==> src/rtl/ihex_pkg.sv <==
// ---------------------------------------------------------------------------
// ihex_pkg
// shared types, codes and helpers of the intel hex record decoder
// ---------------------------------------------------------------------------
package ihex_pkg;

    localparam int IHEX_LINE_LENGTH_LIMIT = 1023;
    localparam int MAX_FLASH_WORDS        = 131072;

    localparam int FWC_W   = 18;
    localparam int ADDR_W  = 18;
    localparam int CODE_W  = 4;
    localparam int KIND_W  = 2;

    localparam logic [FWC_W-1:0] FWC_RESET = 18'd16384;

    // result kinds
    localparam logic [KIND_W-1:0] KIND_WRITE = 2'd0;
    localparam logic [KIND_W-1:0] KIND_DONE  = 2'd1;
    localparam logic [KIND_W-1:0] KIND_ERROR = 2'd2;

    // error codes
    localparam logic [CODE_W-1:0] ERR_AFTER_EOF = 4'd0;
    localparam logic [CODE_W-1:0] ERR_NO_COLON  = 4'd1;
    localparam logic [CODE_W-1:0] ERR_LENGTH    = 4'd2;
    localparam logic [CODE_W-1:0] ERR_DIGIT     = 4'd3;
    localparam logic [CODE_W-1:0] ERR_COUNT     = 4'd4;
    localparam logic [CODE_W-1:0] ERR_CHECKSUM  = 4'd5;
    localparam logic [CODE_W-1:0] ERR_CAPACITY  = 4'd6;
    localparam logic [CODE_W-1:0] ERR_EOF_REC   = 4'd7;
    localparam logic [CODE_W-1:0] ERR_EXT_REC   = 4'd8;
    localparam logic [CODE_W-1:0] ERR_TYPE      = 4'd9;
    localparam logic [CODE_W-1:0] ERR_NO_EOF    = 4'd10;

    // record types
    localparam logic [7:0] REC_DATA = 8'h00;
    localparam logic [7:0] REC_EOF  = 8'h01;
    localparam logic [7:0] REC_EXT  = 8'h04;

    // characters
    localparam logic [7:0] CHAR_LF    = 8'd10;
    localparam logic [7:0] CHAR_COLON = 8'h3a;

    // input actions
    localparam logic ACT_CHAR = 1'b0;
    localparam logic ACT_END  = 1'b1;

    typedef struct packed {
        logic       action;
        logic [7:0] character;
    } ihex_item_t;

    typedef struct packed {
        logic              valid;
        logic [KIND_W-1:0] kind;
        logic [ADDR_W-1:0] byte_address;
        logic [7:0]        data_byte;
        logic [CODE_W-1:0] error_code;
    } ihex_result_t;

    function automatic logic is_space(input logic [7:0] c);
        return (c inside {8'd9, 8'd11, 8'd12, 8'd13, 8'd32});
    endfunction

    // {valid, nibble}
    function automatic logic [4:0] hex_decode(input logic [7:0] c);
        logic [7:0] t;
        t = 8'd0;
        if (c inside {[8'h30:8'h39]})
        begin
            t = c - 8'h30;
            return {1'b1, t[3:0]};
        end
        else if (c inside {[8'h61:8'h66]})
        begin
            t = c - 8'h57;
            return {1'b1, t[3:0]};
        end
        else if (c inside {[8'h41:8'h46]})
        begin
            t = c - 8'h37;
            return {1'b1, t[3:0]};
        end
        return 5'd0;
    endfunction

endpackage

==> src/rtl/ihex_in_stage.sv <==
// ---------------------------------------------------------------------------
// ihex_in_stage
// input register holding one accepted item until the decoder takes it
// ---------------------------------------------------------------------------
module ihex_in_stage
    import ihex_pkg::*;
(
    input  logic       clk,
    input  logic       rst_n,
    input  logic       in_valid,
    output logic       in_ready,
    input  ihex_item_t in_item,
    input  logic       take,
    output logic       held_valid,
    output ihex_item_t held_item
);

    logic       valid_reg;
    ihex_item_t item_reg;

    assign in_ready   = !valid_reg || take;
    assign held_valid = valid_reg;
    assign held_item  = item_reg;

    always_ff @(posedge clk or negedge rst_n)
    begin
        if (!rst_n)
        begin
            valid_reg <= 1'b0;
        end
        else if (in_ready)
        begin
            valid_reg <= in_valid;
        end
    end

    always_ff @(posedge clk)
    begin
        if (in_valid && in_ready)
        begin
            item_reg <= in_item;
        end
    end

endmodule

==> src/rtl/ihex_core.sv <==
// ---------------------------------------------------------------------------
// ihex_core
// line and record state, per-character decode and end-of-line checks
// ---------------------------------------------------------------------------
module ihex_core
    import ihex_pkg::*;
#(
    parameter int LINE_LENGTH_LIMIT = IHEX_LINE_LENGTH_LIMIT
)
(
    input  logic             clk,
    input  logic             rst_n,
    input  logic             cfg_wr_en,
    input  logic [FWC_W-1:0] cfg_wr_data,
    input  logic             fire,
    input  ihex_item_t       item,
    output ihex_result_t     result
);

    localparam int LW = $clog2(LINE_LENGTH_LIMIT + 1);
    localparam int BW = LW - 1;
    localparam logic [LW-1:0] LIM = LW'(LINE_LENGTH_LIMIT);
    localparam logic [32:0] MAX_W = 33'(MAX_FLASH_WORDS);

    logic [FWC_W-1:0] fwc_reg;
    logic             eof_reg, eof_next;
    logic [15:0]      upper_reg, upper_next;
    logic             halted_reg, halted_next;
    logic             in_line_reg, in_line_next;
    logic [LW-1:0]    len_reg, len_next;
    logic [LW-1:0]    psc_reg, psc_next;
    logic [LW-1:0]    fbp_reg, fbp_next;
    logic             bad_reg, bad_next;
    logic [3:0]       hn_reg, hn_next;
    logic [7:0]       cnt_reg, cnt_next;
    logic [15:0]      off_reg, off_next;
    logic [7:0]       rkind_reg, rkind_next;
    logic [7:0]       sum_reg, sum_next;
    logic [15:0]      pb_reg, pb_next;

    // end-of-line check
    logic             el_err;
    logic [CODE_W-1:0] el_code;
    logic             el_eof;
    logic             el_base;
    logic [LW-1:0]    exp_len;
    logic [32:0]      end_addr;
    logic [32:0]      words;

    // character path
    logic             ws;
    logic [4:0]       hd;
    logic [LW:0]      len_sum;
    logic [LW-1:0]    len_c;
    logic             bad_c;
    logic [LW-1:0]    fbp_c;
    logic [BW-1:0]    b;
    logic [BW-1:0]    idx;
    logic [7:0]       value;

    assign exp_len  = LW'(10) + LW'({cnt_reg, 1'b0});
    assign end_addr = {1'b0, upper_reg, 16'h0000} + 33'(off_reg) + 33'(cnt_reg);
    assign words    = (33'(fwc_reg) > MAX_W) ? MAX_W : 33'(fwc_reg);

    always_comb
    begin
        el_err  = 1'b1;
        el_code = ERR_TYPE;
        el_eof  = 1'b0;
        el_base = 1'b0;
        if (!in_line_reg)
        begin
            el_err = 1'b0;
        end
        else if (len_reg >= LIM || len_reg < LW'(10) || len_reg[0])
        begin
            el_code = ERR_LENGTH;
        end
        else if (bad_reg && fbp_reg < LW'(8))
        begin
            el_code = ERR_DIGIT;
        end
        else if (len_reg != exp_len)
        begin
            el_code = ERR_COUNT;
        end
        else if (bad_reg)
        begin
            el_code = ERR_DIGIT;
        end
        else if (sum_reg != 8'd0)
        begin
            el_code = ERR_CHECKSUM;
        end
        else if (rkind_reg == REC_DATA)
        begin
            el_code = ERR_CAPACITY;
            el_err  = end_addr > {words[31:0], 1'b0};
        end
        else if (rkind_reg == REC_EOF)
        begin
            el_code = ERR_EOF_REC;
            el_err  = cnt_reg != 8'd0 || off_reg != 16'd0;
            el_eof  = !el_err;
        end
        else if (rkind_reg == REC_EXT)
        begin
            el_code = ERR_EXT_REC;
            el_err  = cnt_reg != 8'd2 || off_reg != 16'd0;
            el_base = !el_err;
        end
    end

    assign ws      = is_space(item.character);
    assign hd      = hex_decode(item.character);
    assign len_sum = {1'b0, len_reg} + {1'b0, psc_reg};
    assign b       = len_c[LW-1:1];
    assign idx     = b - BW'(4);
    assign value   = {hn_reg, hd[3:0]};

    always_comb
    begin
        bad_c = bad_reg;
        fbp_c = fbp_reg;
        len_c = len_reg;
        if (psc_reg != '0)
        begin
            if (len_reg < LIM && !bad_reg)
            begin
                bad_c = 1'b1;
                fbp_c = len_reg;
            end
            len_c = (len_sum > {1'b0, LIM}) ? LIM : len_sum[LW-1:0];
        end
    end

    always_comb
    begin
        eof_next     = eof_reg;
        upper_next   = upper_reg;
        halted_next  = halted_reg;
        in_line_next = in_line_reg;
        len_next     = len_reg;
        psc_next     = psc_reg;
        fbp_next     = fbp_reg;
        bad_next     = bad_reg;
        hn_next      = hn_reg;
        cnt_next     = cnt_reg;
        off_next     = off_reg;
        rkind_next   = rkind_reg;
        sum_next     = sum_reg;
        pb_next      = pb_reg;
        result       = '0;

        if (!halted_reg)
        begin
            if (item.action == ACT_END || item.character == CHAR_LF)
            begin
                in_line_next = 1'b0;
                len_next     = '0;
                psc_next     = '0;
                fbp_next     = '0;
                bad_next     = 1'b0;
                hn_next      = 4'd0;
                cnt_next     = 8'd0;
                off_next     = 16'd0;
                rkind_next   = 8'd0;
                sum_next     = 8'd0;
                pb_next      = 16'd0;
                if (!el_err && el_eof)
                begin
                    eof_next = 1'b1;
                end
                if (!el_err && el_base)
                begin
                    upper_next = pb_reg;
                end
                if (el_err)
                begin
                    halted_next       = 1'b1;
                    result.valid      = 1'b1;
                    result.kind       = KIND_ERROR;
                    result.error_code = el_code;
                end
                else if (item.action == ACT_END)
                begin
                    halted_next  = 1'b1;
                    result.valid = 1'b1;
                    if (eof_reg || el_eof)
                    begin
                        result.kind = KIND_DONE;
                    end
                    else
                    begin
                        result.kind       = KIND_ERROR;
                        result.error_code = ERR_NO_EOF;
                    end
                end
            end
            else if (!in_line_reg)
            begin
                if (!ws)
                begin
                    if (eof_reg || item.character != CHAR_COLON)
                    begin
                        halted_next       = 1'b1;
                        result.valid      = 1'b1;
                        result.kind       = KIND_ERROR;
                        result.error_code = eof_reg ? ERR_AFTER_EOF : ERR_NO_COLON;
                    end
                    else
                    begin
                        in_line_next = 1'b1;
                        len_next     = '0;
                        psc_next     = '0;
                        fbp_next     = '0;
                        bad_next     = 1'b0;
                        hn_next      = 4'd0;
                        cnt_next     = 8'd0;
                        off_next     = 16'd0;
                        rkind_next   = 8'd0;
                        sum_next     = 8'd0;
                        pb_next      = 16'd0;
                    end
                end
            end
            else if (ws)
            begin
                if (psc_reg < LIM)
                begin
                    psc_next = psc_reg + LW'(1);
                end
            end
            else
            begin
                psc_next = '0;
                len_next = len_c;
                bad_next = bad_c;
                fbp_next = fbp_c;
                if (len_c < LIM)
                begin
                    len_next = len_c + LW'(1);
                    if (!hd[4])
                    begin
                        if (!bad_c)
                        begin
                            bad_next = 1'b1;
                            fbp_next = len_c;
                        end
                    end
                    else if (!len_c[0])
                    begin
                        hn_next = hd[3:0];
                    end
                    else if (!bad_c)
                    begin
                        sum_next = sum_reg + value;
                        if (b == BW'(0))
                        begin
                            cnt_next = value;
                        end
                        else if (b == BW'(1))
                        begin
                            off_next = {value, off_reg[7:0]};
                        end
                        else if (b == BW'(2))
                        begin
                            off_next = {off_reg[15:8], value};
                        end
                        else if (b == BW'(3))
                        begin
                            rkind_next = value;
                        end
                        else if (idx < BW'(cnt_reg))
                        begin
                            if (b == BW'(4))
                            begin
                                pb_next = {value, pb_reg[7:0]};
                            end
                            if (b == BW'(5))
                            begin
                                pb_next = {pb_reg[15:8], value};
                            end
                            if (rkind_reg == REC_DATA)
                            begin
                                result.valid        = 1'b1;
                                result.kind         = KIND_WRITE;
                                result.data_byte    = value;
                                result.byte_address = {upper_reg[1:0], 16'h0000}
                                    + ADDR_W'(off_reg) + ADDR_W'(idx[7:0]);
                            end
                        end
                    end
                end
            end
        end
    end

    always_ff @(posedge clk or negedge rst_n)
    begin
        if (!rst_n)
        begin
            fwc_reg <= FWC_RESET;
        end
        else if (cfg_wr_en)
        begin
            fwc_reg <= cfg_wr_data;
        end
    end

    always_ff @(posedge clk or negedge rst_n)
    begin
        if (!rst_n)
        begin
            eof_reg     <= 1'b0;
            upper_reg   <= 16'd0;
            halted_reg  <= 1'b0;
            in_line_reg <= 1'b0;
            len_reg     <= '0;
            psc_reg     <= '0;
            fbp_reg     <= '0;
            bad_reg     <= 1'b0;
            hn_reg      <= 4'd0;
            cnt_reg     <= 8'd0;
            off_reg     <= 16'd0;
            rkind_reg   <= 8'd0;
            sum_reg     <= 8'd0;
            pb_reg      <= 16'd0;
        end
        else if (fire)
        begin
            eof_reg     <= eof_next;
            upper_reg   <= upper_next;
            halted_reg  <= halted_next;
            in_line_reg <= in_line_next;
            len_reg     <= len_next;
            psc_reg     <= psc_next;
            fbp_reg     <= fbp_next;
            bad_reg     <= bad_next;
            hn_reg      <= hn_next;
            cnt_reg     <= cnt_next;
            off_reg     <= off_next;
            rkind_reg   <= rkind_next;
            sum_reg     <= sum_next;
            pb_reg      <= pb_next;
        end
    end

endmodule

==> src/rtl/ihex_out_stage.sv <==
// ---------------------------------------------------------------------------
// ihex_out_stage
// result register holding one result until the sink takes it
// ---------------------------------------------------------------------------
module ihex_out_stage
    import ihex_pkg::*;
(
    input  logic         clk,
    input  logic         rst_n,
    input  logic         load,
    input  ihex_result_t res_in,
    output logic         free,
    output logic         out_valid,
    input  logic         out_ready,
    output ihex_result_t res_out
);

    logic         valid_reg;
    ihex_result_t res_reg;

    assign free      = !valid_reg || out_ready;
    assign out_valid = valid_reg;
    assign res_out   = res_reg;

    always_ff @(posedge clk or negedge rst_n)
    begin
        if (!rst_n)
        begin
            valid_reg <= 1'b0;
        end
        else if (free)
        begin
            valid_reg <= load && res_in.valid;
        end
    end

    always_ff @(posedge clk)
    begin
        if (free && load && res_in.valid)
        begin
            res_reg <= res_in;
        end
    end

endmodule

==> src/rtl/intel_hex_record_decoder.sv <==
// ---------------------------------------------------------------------------
// intel_hex_record_decoder
// decodes intel hex text into flash byte writes and a final status
// ---------------------------------------------------------------------------
// channel     dir  tdata                              tuser
// s_axis      in   character[7:0]                     action
// m_axis      out  byte_address, data_byte, err_code  kind[1:0]
// cfg_wr      in   flash_word_count[17:0]             -
//
// one character per cycle while the result register is free; a result passes
// through the input register, one decode pass and the result register
// reset clears all line state, base, halt flag and capacity to 16384 words
// a stalled result holds the output; the input still takes one more item
// ---------------------------------------------------------------------------
module intel_hex_record_decoder
    import ihex_pkg::*;
#(
    parameter int LINE_LENGTH_LIMIT = IHEX_LINE_LENGTH_LIMIT
)
(
    input  logic             clk,
    input  logic             rst_n,
    input  logic             cfg_wr_en,
    input  logic [FWC_W-1:0] cfg_wr_data,     // flash_word_count
    input  logic             s_axis_tvalid,
    output logic             s_axis_tready,
    input  logic [7:0]       s_axis_tdata,    // character
    input  logic             s_axis_tuser,    // action
    output logic             m_axis_tvalid,
    input  logic             m_axis_tready,
    output logic [31:0]      m_axis_tdata,    // byte_address, data_byte, error_code
    output logic [1:0]       m_axis_tuser     // kind
);

    ihex_item_t   in_item;
    ihex_item_t   held_item;
    logic         held_valid;
    logic         out_free;
    logic         fire;
    ihex_result_t core_res;
    ihex_result_t out_res;

    assign in_item.action    = s_axis_tuser;
    assign in_item.character = s_axis_tdata;
    assign fire              = held_valid && out_free;

    ihex_in_stage u_in
    (
        .clk        (clk),
        .rst_n      (rst_n),
        .in_valid   (s_axis_tvalid),
        .in_ready   (s_axis_tready),
        .in_item    (in_item),
        .take       (fire),
        .held_valid (held_valid),
        .held_item  (held_item)
    );

    ihex_core #(
        .LINE_LENGTH_LIMIT (LINE_LENGTH_LIMIT)
    ) u_core
    (
        .clk         (clk),
        .rst_n       (rst_n),
        .cfg_wr_en   (cfg_wr_en),
        .cfg_wr_data (cfg_wr_data),
        .fire        (fire),
        .item        (held_item),
        .result      (core_res)
    );

    ihex_out_stage u_out
    (
        .clk       (clk),
        .rst_n     (rst_n),
        .load      (fire),
        .res_in    (core_res),
        .free      (out_free),
        .out_valid (m_axis_tvalid),
        .out_ready (m_axis_tready),
        .res_out   (out_res)
    );

    assign m_axis_tuser = out_res.kind;
    assign m_axis_tdata = {2'b00, out_res.error_code, out_res.data_byte, out_res.byte_address};

endmodule

==> config.mk <==
export PLATFORM = sky130hd
export DESIGN_NAME = intel_hex_record_decoder
export DESIGN_NICKNAME = d
export VERILOG_FILES = /design/src/rtl/ihex_pkg.sv /design/src/rtl/ihex_in_stage.sv /design/src/rtl/ihex_core.sv /design/src/rtl/ihex_out_stage.sv /design/src/rtl/intel_hex_record_decoder.sv
export SDC_FILE = /design/constraint.sdc
export NUM_CORES = 1
export LEC_CHECK = 0
export ABC_AREA = 1
export BUFFER_PORTS_ARGS = -buffer_cell sky130_fd_sc_hd__buf_2
export CAP_MARGIN = 20
export CORE_MARGIN = 10
export CORE_UTILIZATION = 40
export DETAILED_ROUTE_END_ITERATION = 6
export PLACE_DENSITY_LB_ADDON = 0.15
export SLEW_MARGIN = 15
export SYNTH_ARGS = -nofsm -noshare
export SYNTH_HDL_FRONTEND = slang
export SYNTH_SLANG_ARGS = --single-unit
==> constraint.sdc <==
create_clock -name clk -period 4.47 [get_ports clk]
set_input_delay 0.894 -clock clk [delete_from_list [all_inputs] [get_ports clk]]
set_output_delay 0.894 -clock clk [all_outputs]
set_load 0.01 [all_outputs]
==> results of run 1 <==
## cells in the mapped netlist (4+ instances only)
library cell  instances
a31oi_1               6
nand3_2               8
nor2_2               10
clkbuf_1             11
a21oi_1              39
o21ai_1              26
inv_1               186
nand2_2              16
edfxtp_1             41
clkbuf_2              5
mux2_2                4
nand4_1              33
a21oi_2               4
nand3b_1             10
nor3_1               34
nor2_1              162
o211ai_1              5
nand2_1             510
o21ai_2              10
nor2_4                4
buf_4                 4
nor3_2                4
xor2_1               40
buf_6                 6
nand3_1             106
buf_2                 8
dfrtp_1             126
o21ai_0              70
fa_1                  4
nor4_1               13
xnor2_1               7
inv_2                21
ha_1                 68
## worst min-delay path by stage
stage | startpoint | end | slack, ps | cells past startpoint
2_1_floorplan | u_core.pb_reg[0] | u_core.pb_reg[0] | 460 | 2
3_3_place_gp | u_core.pb_reg[5] | u_core.pb_reg[5] | 470 | 2
3_5_place_dp | u_core.pb_reg[4] | u_core.pb_reg[4] | 470 | 2
4_1_cts | u_core.pb_reg[4] | u_core.pb_reg[4] | 490 | 2
5_1_grt | u_core.pb_reg[8] | u_core.pb_reg[8] | 520 | 2
6_report | u_core.pb_reg[4] | u_core.pb_reg[4] | 490 | 2
## worst max-delay path: stages, from the launching register on
cell	delay [ps]
dfrtp_1	420
ha_1	260
fa_1	410
nand3_1	90
nand2_1	140
nand2_1	120
nand3_2	120
nand2_1	110
xnor2_1	80
ha_1	330
nand2_1	110
nor4_2	280
nand2_1	80
nand2_1	60
nand2_1	50
a21oi_2	180
nor2_1	80
nand2_2	140
nand2_1	70
nand2_1	100
nand3_1	110
nand3_1	110
nand2_1	100
inv_4	140
clkbuf_16	200
## cell families (layout without fill, tap and decap cells)
| group | count (synthesis) | count (layout) | synth area share [%] |
|---|---|---|---|
| AO/OA/AOI/OAI | 190 | 190 | 9.55 |
| XOR/XNOR | 47 | 47 | 3.43 |
| adder cells (fa/ha/maj) | 72 | 72 | 7.75 |
| buffers and inverters | 244 | 327 | 8.34 |
| flip-flops | 168 | 168 | 36.7 |
| multiplexers | 4 | 4 | 0.375 |
| other | 1 | 2 | 0.0312 |
| AND/OR/NAND/NOR | 924 | 924 | 33.8 |
## metal layers
metal	vias to the layer above	GRT usage [%]	wire length, um
li1	5502	-	-
met1	4976	26.5	17800
met2	258	26.2	14400
met3	29	3.28	1670
met4	0	5.29	533
met5	-	0	0
## cell type report
| type | count | area, um2 |
|---|---|---|
| flip-flops and latches | 168 | 4410 |
| clock buffers | 19 | 453 |
| repair buffers | 86 | 528 |
| multi-input cells | 1239 | 6650 |
| clock inverters | 13 | 104 |
| well taps | 390 | 488 |
| inverters | 209 | 787 |
| fillers | 3104 | 16200 |
## through the flow
stage	cells	util (%)	setup TNS, ps
6_report	2124	45.3	0
5_1_grt	2124	45.3	-269
4_1_cts	2123	45.0	0
3_5_place_dp	2091	43.2	0
3_3_place_gp	2091	43.2	0
2_1_floorplan	1651	-	0
## power breakdown
group	internal (mW)	switching [mW]
clock network	0.756	0.697
registers	1.59	0.0154
logic	0.0508	0.119
==> impl_metrics.ini, run 1 <==
[run_status]
status = completed

[setup_path]
critPathMaxFanout = 14
r2r_start = u_core.off_reg[0]
r2r_setup_slack_ps = 290
r2r_cells = 24
crit_required_ps = 4630
cp-endpoint = u_out.res_out[6]
arrival_ps = 4340
r2r_end = u_out.res_out[6]
cp-start-kind = flop
crit_type = flop to flop
crit_start = u_core.off_reg[0]
endpoint_kind = flop

[clocking]
root_buffer = clkbuf_16
clockBufferDepth = 2
cts_tree = done
cts.sinks = 168
cts_resized = 0
hold_buffers = 0
postCtsSetupRepairBufs = 0
htreeDepth = 4
clk_pin_slew_ps = 70
insertion_delay_ps = 460
numCtsBuffers = 17

[detailed_routing]
first_pass_iters = 7
avgRoutedWirePerCell_um = 16.2
antenna_left = 0
drc = 0
vias = 10765
totalWireLength_um = 34400
routed_via_density = 5.07
initialDrtViolationCount = 872

[floorplan]
start_util_pct = 40.5
chipWidth_um = 193
ioPinCount = 68
core_mm2 = 0.0296
die_h_um = 193
rows = 63
dieArea_mm2 = 0.0374

[synthesis]
ys_ff_latch = 168
synth_cell_types = 61
yosys.area.top_type_share_pct = 26.2
synth_area_per_cell_um2 = 7.28
ys_warn_count = 0
syn_area_mm2 = 0.0120
synthFlopType = dfrtp_1
synthArstFlopShare_pct = 75.6
seq_area_frac_synth_pct = 36.7
synth_area_leaders = dfrtp_1, nand2_1, edfxtp_1
yosysTopAreaCell = dfrtp_1
synth_edf_count = 41
synth_cells = 1650

[sta]
relSlewSlack_pct = 37.2
hold_violations = 0
period_share_pct = 93.6
skew_ps = 13.6
slew_violations = 0
hold_slack_ps = 485
fmax_ghz = 0.239
worstMarginPinSlew_ps = 942
post-route-min-period_ps = 4180
setup_viol = 0
setup_slack_ps = 287

[cells_and_area]
drive_gt1_share_pct = 12.7
largest_register_ffs = 32
final_area_mm2 = 0.0134
final_common_cell = nand2_1
syn_to_final_growth_pct = 11.7
layout_common_cells = nand2_1, inv_1, nor2_1
diodes = 0
nNetsFinal = 1825

[place]
place_ws_ps = 160
place_congestion = 0.940
dpl.hpwl_um = 26700
placed_area_mm2 = 0.0128
numPortBuffers = 65

[pwr]
p_leak_nw = 6.67
ir_drop_mv = 0.268
powerDensity_mw_per_mm2 = 241
total_power_mw = 3.23

[global_route]
grt_max_degree = 69
grt_pass1_vias = 10309
grt_remaining_overflow = 0
antenna_found_initial = 0
grtUsageTotal_pct = 18.0
grt_first_pass_wirelength_um = 55300

[min_path]
worstHoldPathType = flop to flop

[run]
max_cap_viol_count = 0
No activity file was read; power rests on OpenSTA's default activity.
==> inputs of run 2 (changes only) <==
--- a/config.mk
+++ b/config.mk
@@ -15,4 +15,5 @@
 export SLEW_MARGIN = 15
 export SYNTH_ARGS = -nofsm -noshare
 export SYNTH_HDL_FRONTEND = slang
+export SYNTH_HIERARCHICAL = 1
 export SYNTH_SLANG_ARGS = --single-unit
==> run 2 against run 1 <==
  * Clock skew grew 3.7 ps
  * Non-clock buffer count grew 23
  * Die area fell by 1.7%
  * Combinational power is 16% lower
  * Maximum frequency is 1.2% lower
  * Wire length rose by 2.6%
  * Sequential power barely moved
  * Via count is 0.36% higher
  * Clock power about the same
  * Sequential share of layout area shrank 0.60 points
  * Critical path type unchanged
  * Highest routed layer unchanged
==> impl_metrics.ini, run 2 <==
[place]
dpl.hpwl_um = 26800
numPortBuffers = 65
place_congestion = 0.948
place_ws_ps = 0.596
placed_area_mm2 = 0.0127
place_inst = 2050

[min_path]
hold_depth = 2
hold_start = u_core/pb_reg[4]
whs_endpoint = u_core/pb_reg[4]
worstHoldPathType = flop to flop

[detailed_routing]
first_pass_iters = 6
totalWireLength_um = 35300
initialDrtViolationCount = 761
avgRoutedWirePerCell_um = 16.8
vias = 10804
antenna_left = 0
routed_via_density = 5.16
drc = 0

[setup_path]
r2r_end = u_out/res_out[27]
crit_required_ps = 4620
critPathMaxFanout = 8
crit_start = u_core/psc_reg[0]
r2r_start = u_core/psc_reg[0]
endpoint_kind = flop
slowest_stage = fa_1
arrival_ps = 4390
r2r_setup_slack_ps = 230
crit_type = flop to flop
max_stage_delay_ps = 430
r2r_cells = 28
cp-start-kind = flop
cpMostUsedCell = nand2_1

[pwr]
total_power_mw = 3.22
ir_drop_mv = 0.250
p_leak_nw = 6.37
powerDensity_mw_per_mm2 = 235

[clocking]
clockBufferDepth = 2
clk_pin_slew_ps = 70
numCtsBuffers = 17
cts.sinks = 168
insertion_delay_ps = 450
cts_tree = done
hold_buffers = 0
htreeDepth = 4
root_buffer = clkbuf_16

[sta]
hold_violations = 0
worstMarginPinSlew_ps = 950
relSlewSlack_pct = 36.1
period_share_pct = 94.7
setup_viol = 0
skew_ps = 17.3
setup_slack_ps = 235
post-route-min-period_ps = 4240
fmax_ghz = 0.236
totalNegativeSetupSlack_ps = 0
slew_violations = 0
hold_slack_ps = 473

[cells_and_area]
nFillCells = 2946
final_area_mm2 = 0.0137
layout_common_cells = nand2_1, inv_1, nor2_1
layoutNonFillerInstCount = 2094
diodes = 0
final_common_cell = nand2_1
fin_util_pct = 47.2
nNetsFinal = 1802
drive_gt1_share_pct = 14.4
largest_register_ffs = 32
syn_to_final_growth_pct = 15.9

[floorplan]
core_mm2 = 0.0289
chipWidth_um = 192
start_util_pct = 40.8
ioPinCount = 68
rows = 62
die_h_um = 192
dieArea_mm2 = 0.0368

[run_status]
status = completed

[global_route]
grt_first_pass_wirelength_um = 56200
antenna_found_initial = 0
grt_pass1_vias = 10510
grt_max_degree = 72
grtUsageTotal_pct = 19.2
grt_remaining_overflow = 0

[synthesis]
ys_warn_count = 6
syn_area_mm2 = 0.0118
synth_area_per_cell_um2 = 7.39
synth_cells = 1597

[run]
max_cap_viol_count = 0
==> run 2: worst max-delay path, delay by kind of cell (launching register included) <==
family,cells,cell delay [ps]
AOI/OAI and AO/OA,4,610
DFF,1,390
adders and majority gates,3,840
buffers and inverters,6,710
and+or+nand+nor,15,1380
==> run 2: per-layer routing <==
metal | track usage (%) | routed length (um) | part of all wire, % | vias to the layer above
met2 | 29.8 | 15600 | 44 | 302
met1 | 27.0 | 17100 | 49 | 5039
met4 | 5.53 | 728 | 2.1 | 0
met3 | 3.17 | 1860 | 5.3 | 35
li1 | - | - | - | 5428
met5 | 0 | 0 | 0 | -
==> run 2: power by group <==
part | switching (mW) | total [mW] | internal [mW]
Clock | 0.688 | 1.47 | 0.782
Combinational | 0.0938 | 0.142 | 0.0485
Sequential | 0.0153 | 1.60 | 1.59
==> run 2: how the worst max path moves through the flow <==
| stage | depth (start not counted) | end |
|---|---|---|
| 2_1_floorplan | 30 | u_out/res_out[0] |
| 3_3_place_gp | 21 | u_out/res_out[26] |
| 3_5_place_dp | 22 | u_out/res_out[26] |
| 4_1_cts | 31 | u_out/res_out[30] |
| 5_1_grt | 30 | u_out/res_out[1] |
| 6_report | 28 | u_out/res_out[27] |
==> run 2: layout make-up <==
class	count	area (um2)	share of cell area, %
multi-input combinational	1178	6620	48.4
sequential	168	4410	32.3
inverter	223	842	6.16
timing repair buffer	109	751	5.49
tap	384	480	3.51
clock buffer	18	429	3.14
clock inverter	14	138	1.01
==> run 2: timing repair <==
action                     4_1_cts  5_1_grt
resized for setup                2       49
setup endpoints to repair       16       57
gates cloned                     0        3
setup buffers                    0        9
pin swaps                        0        7
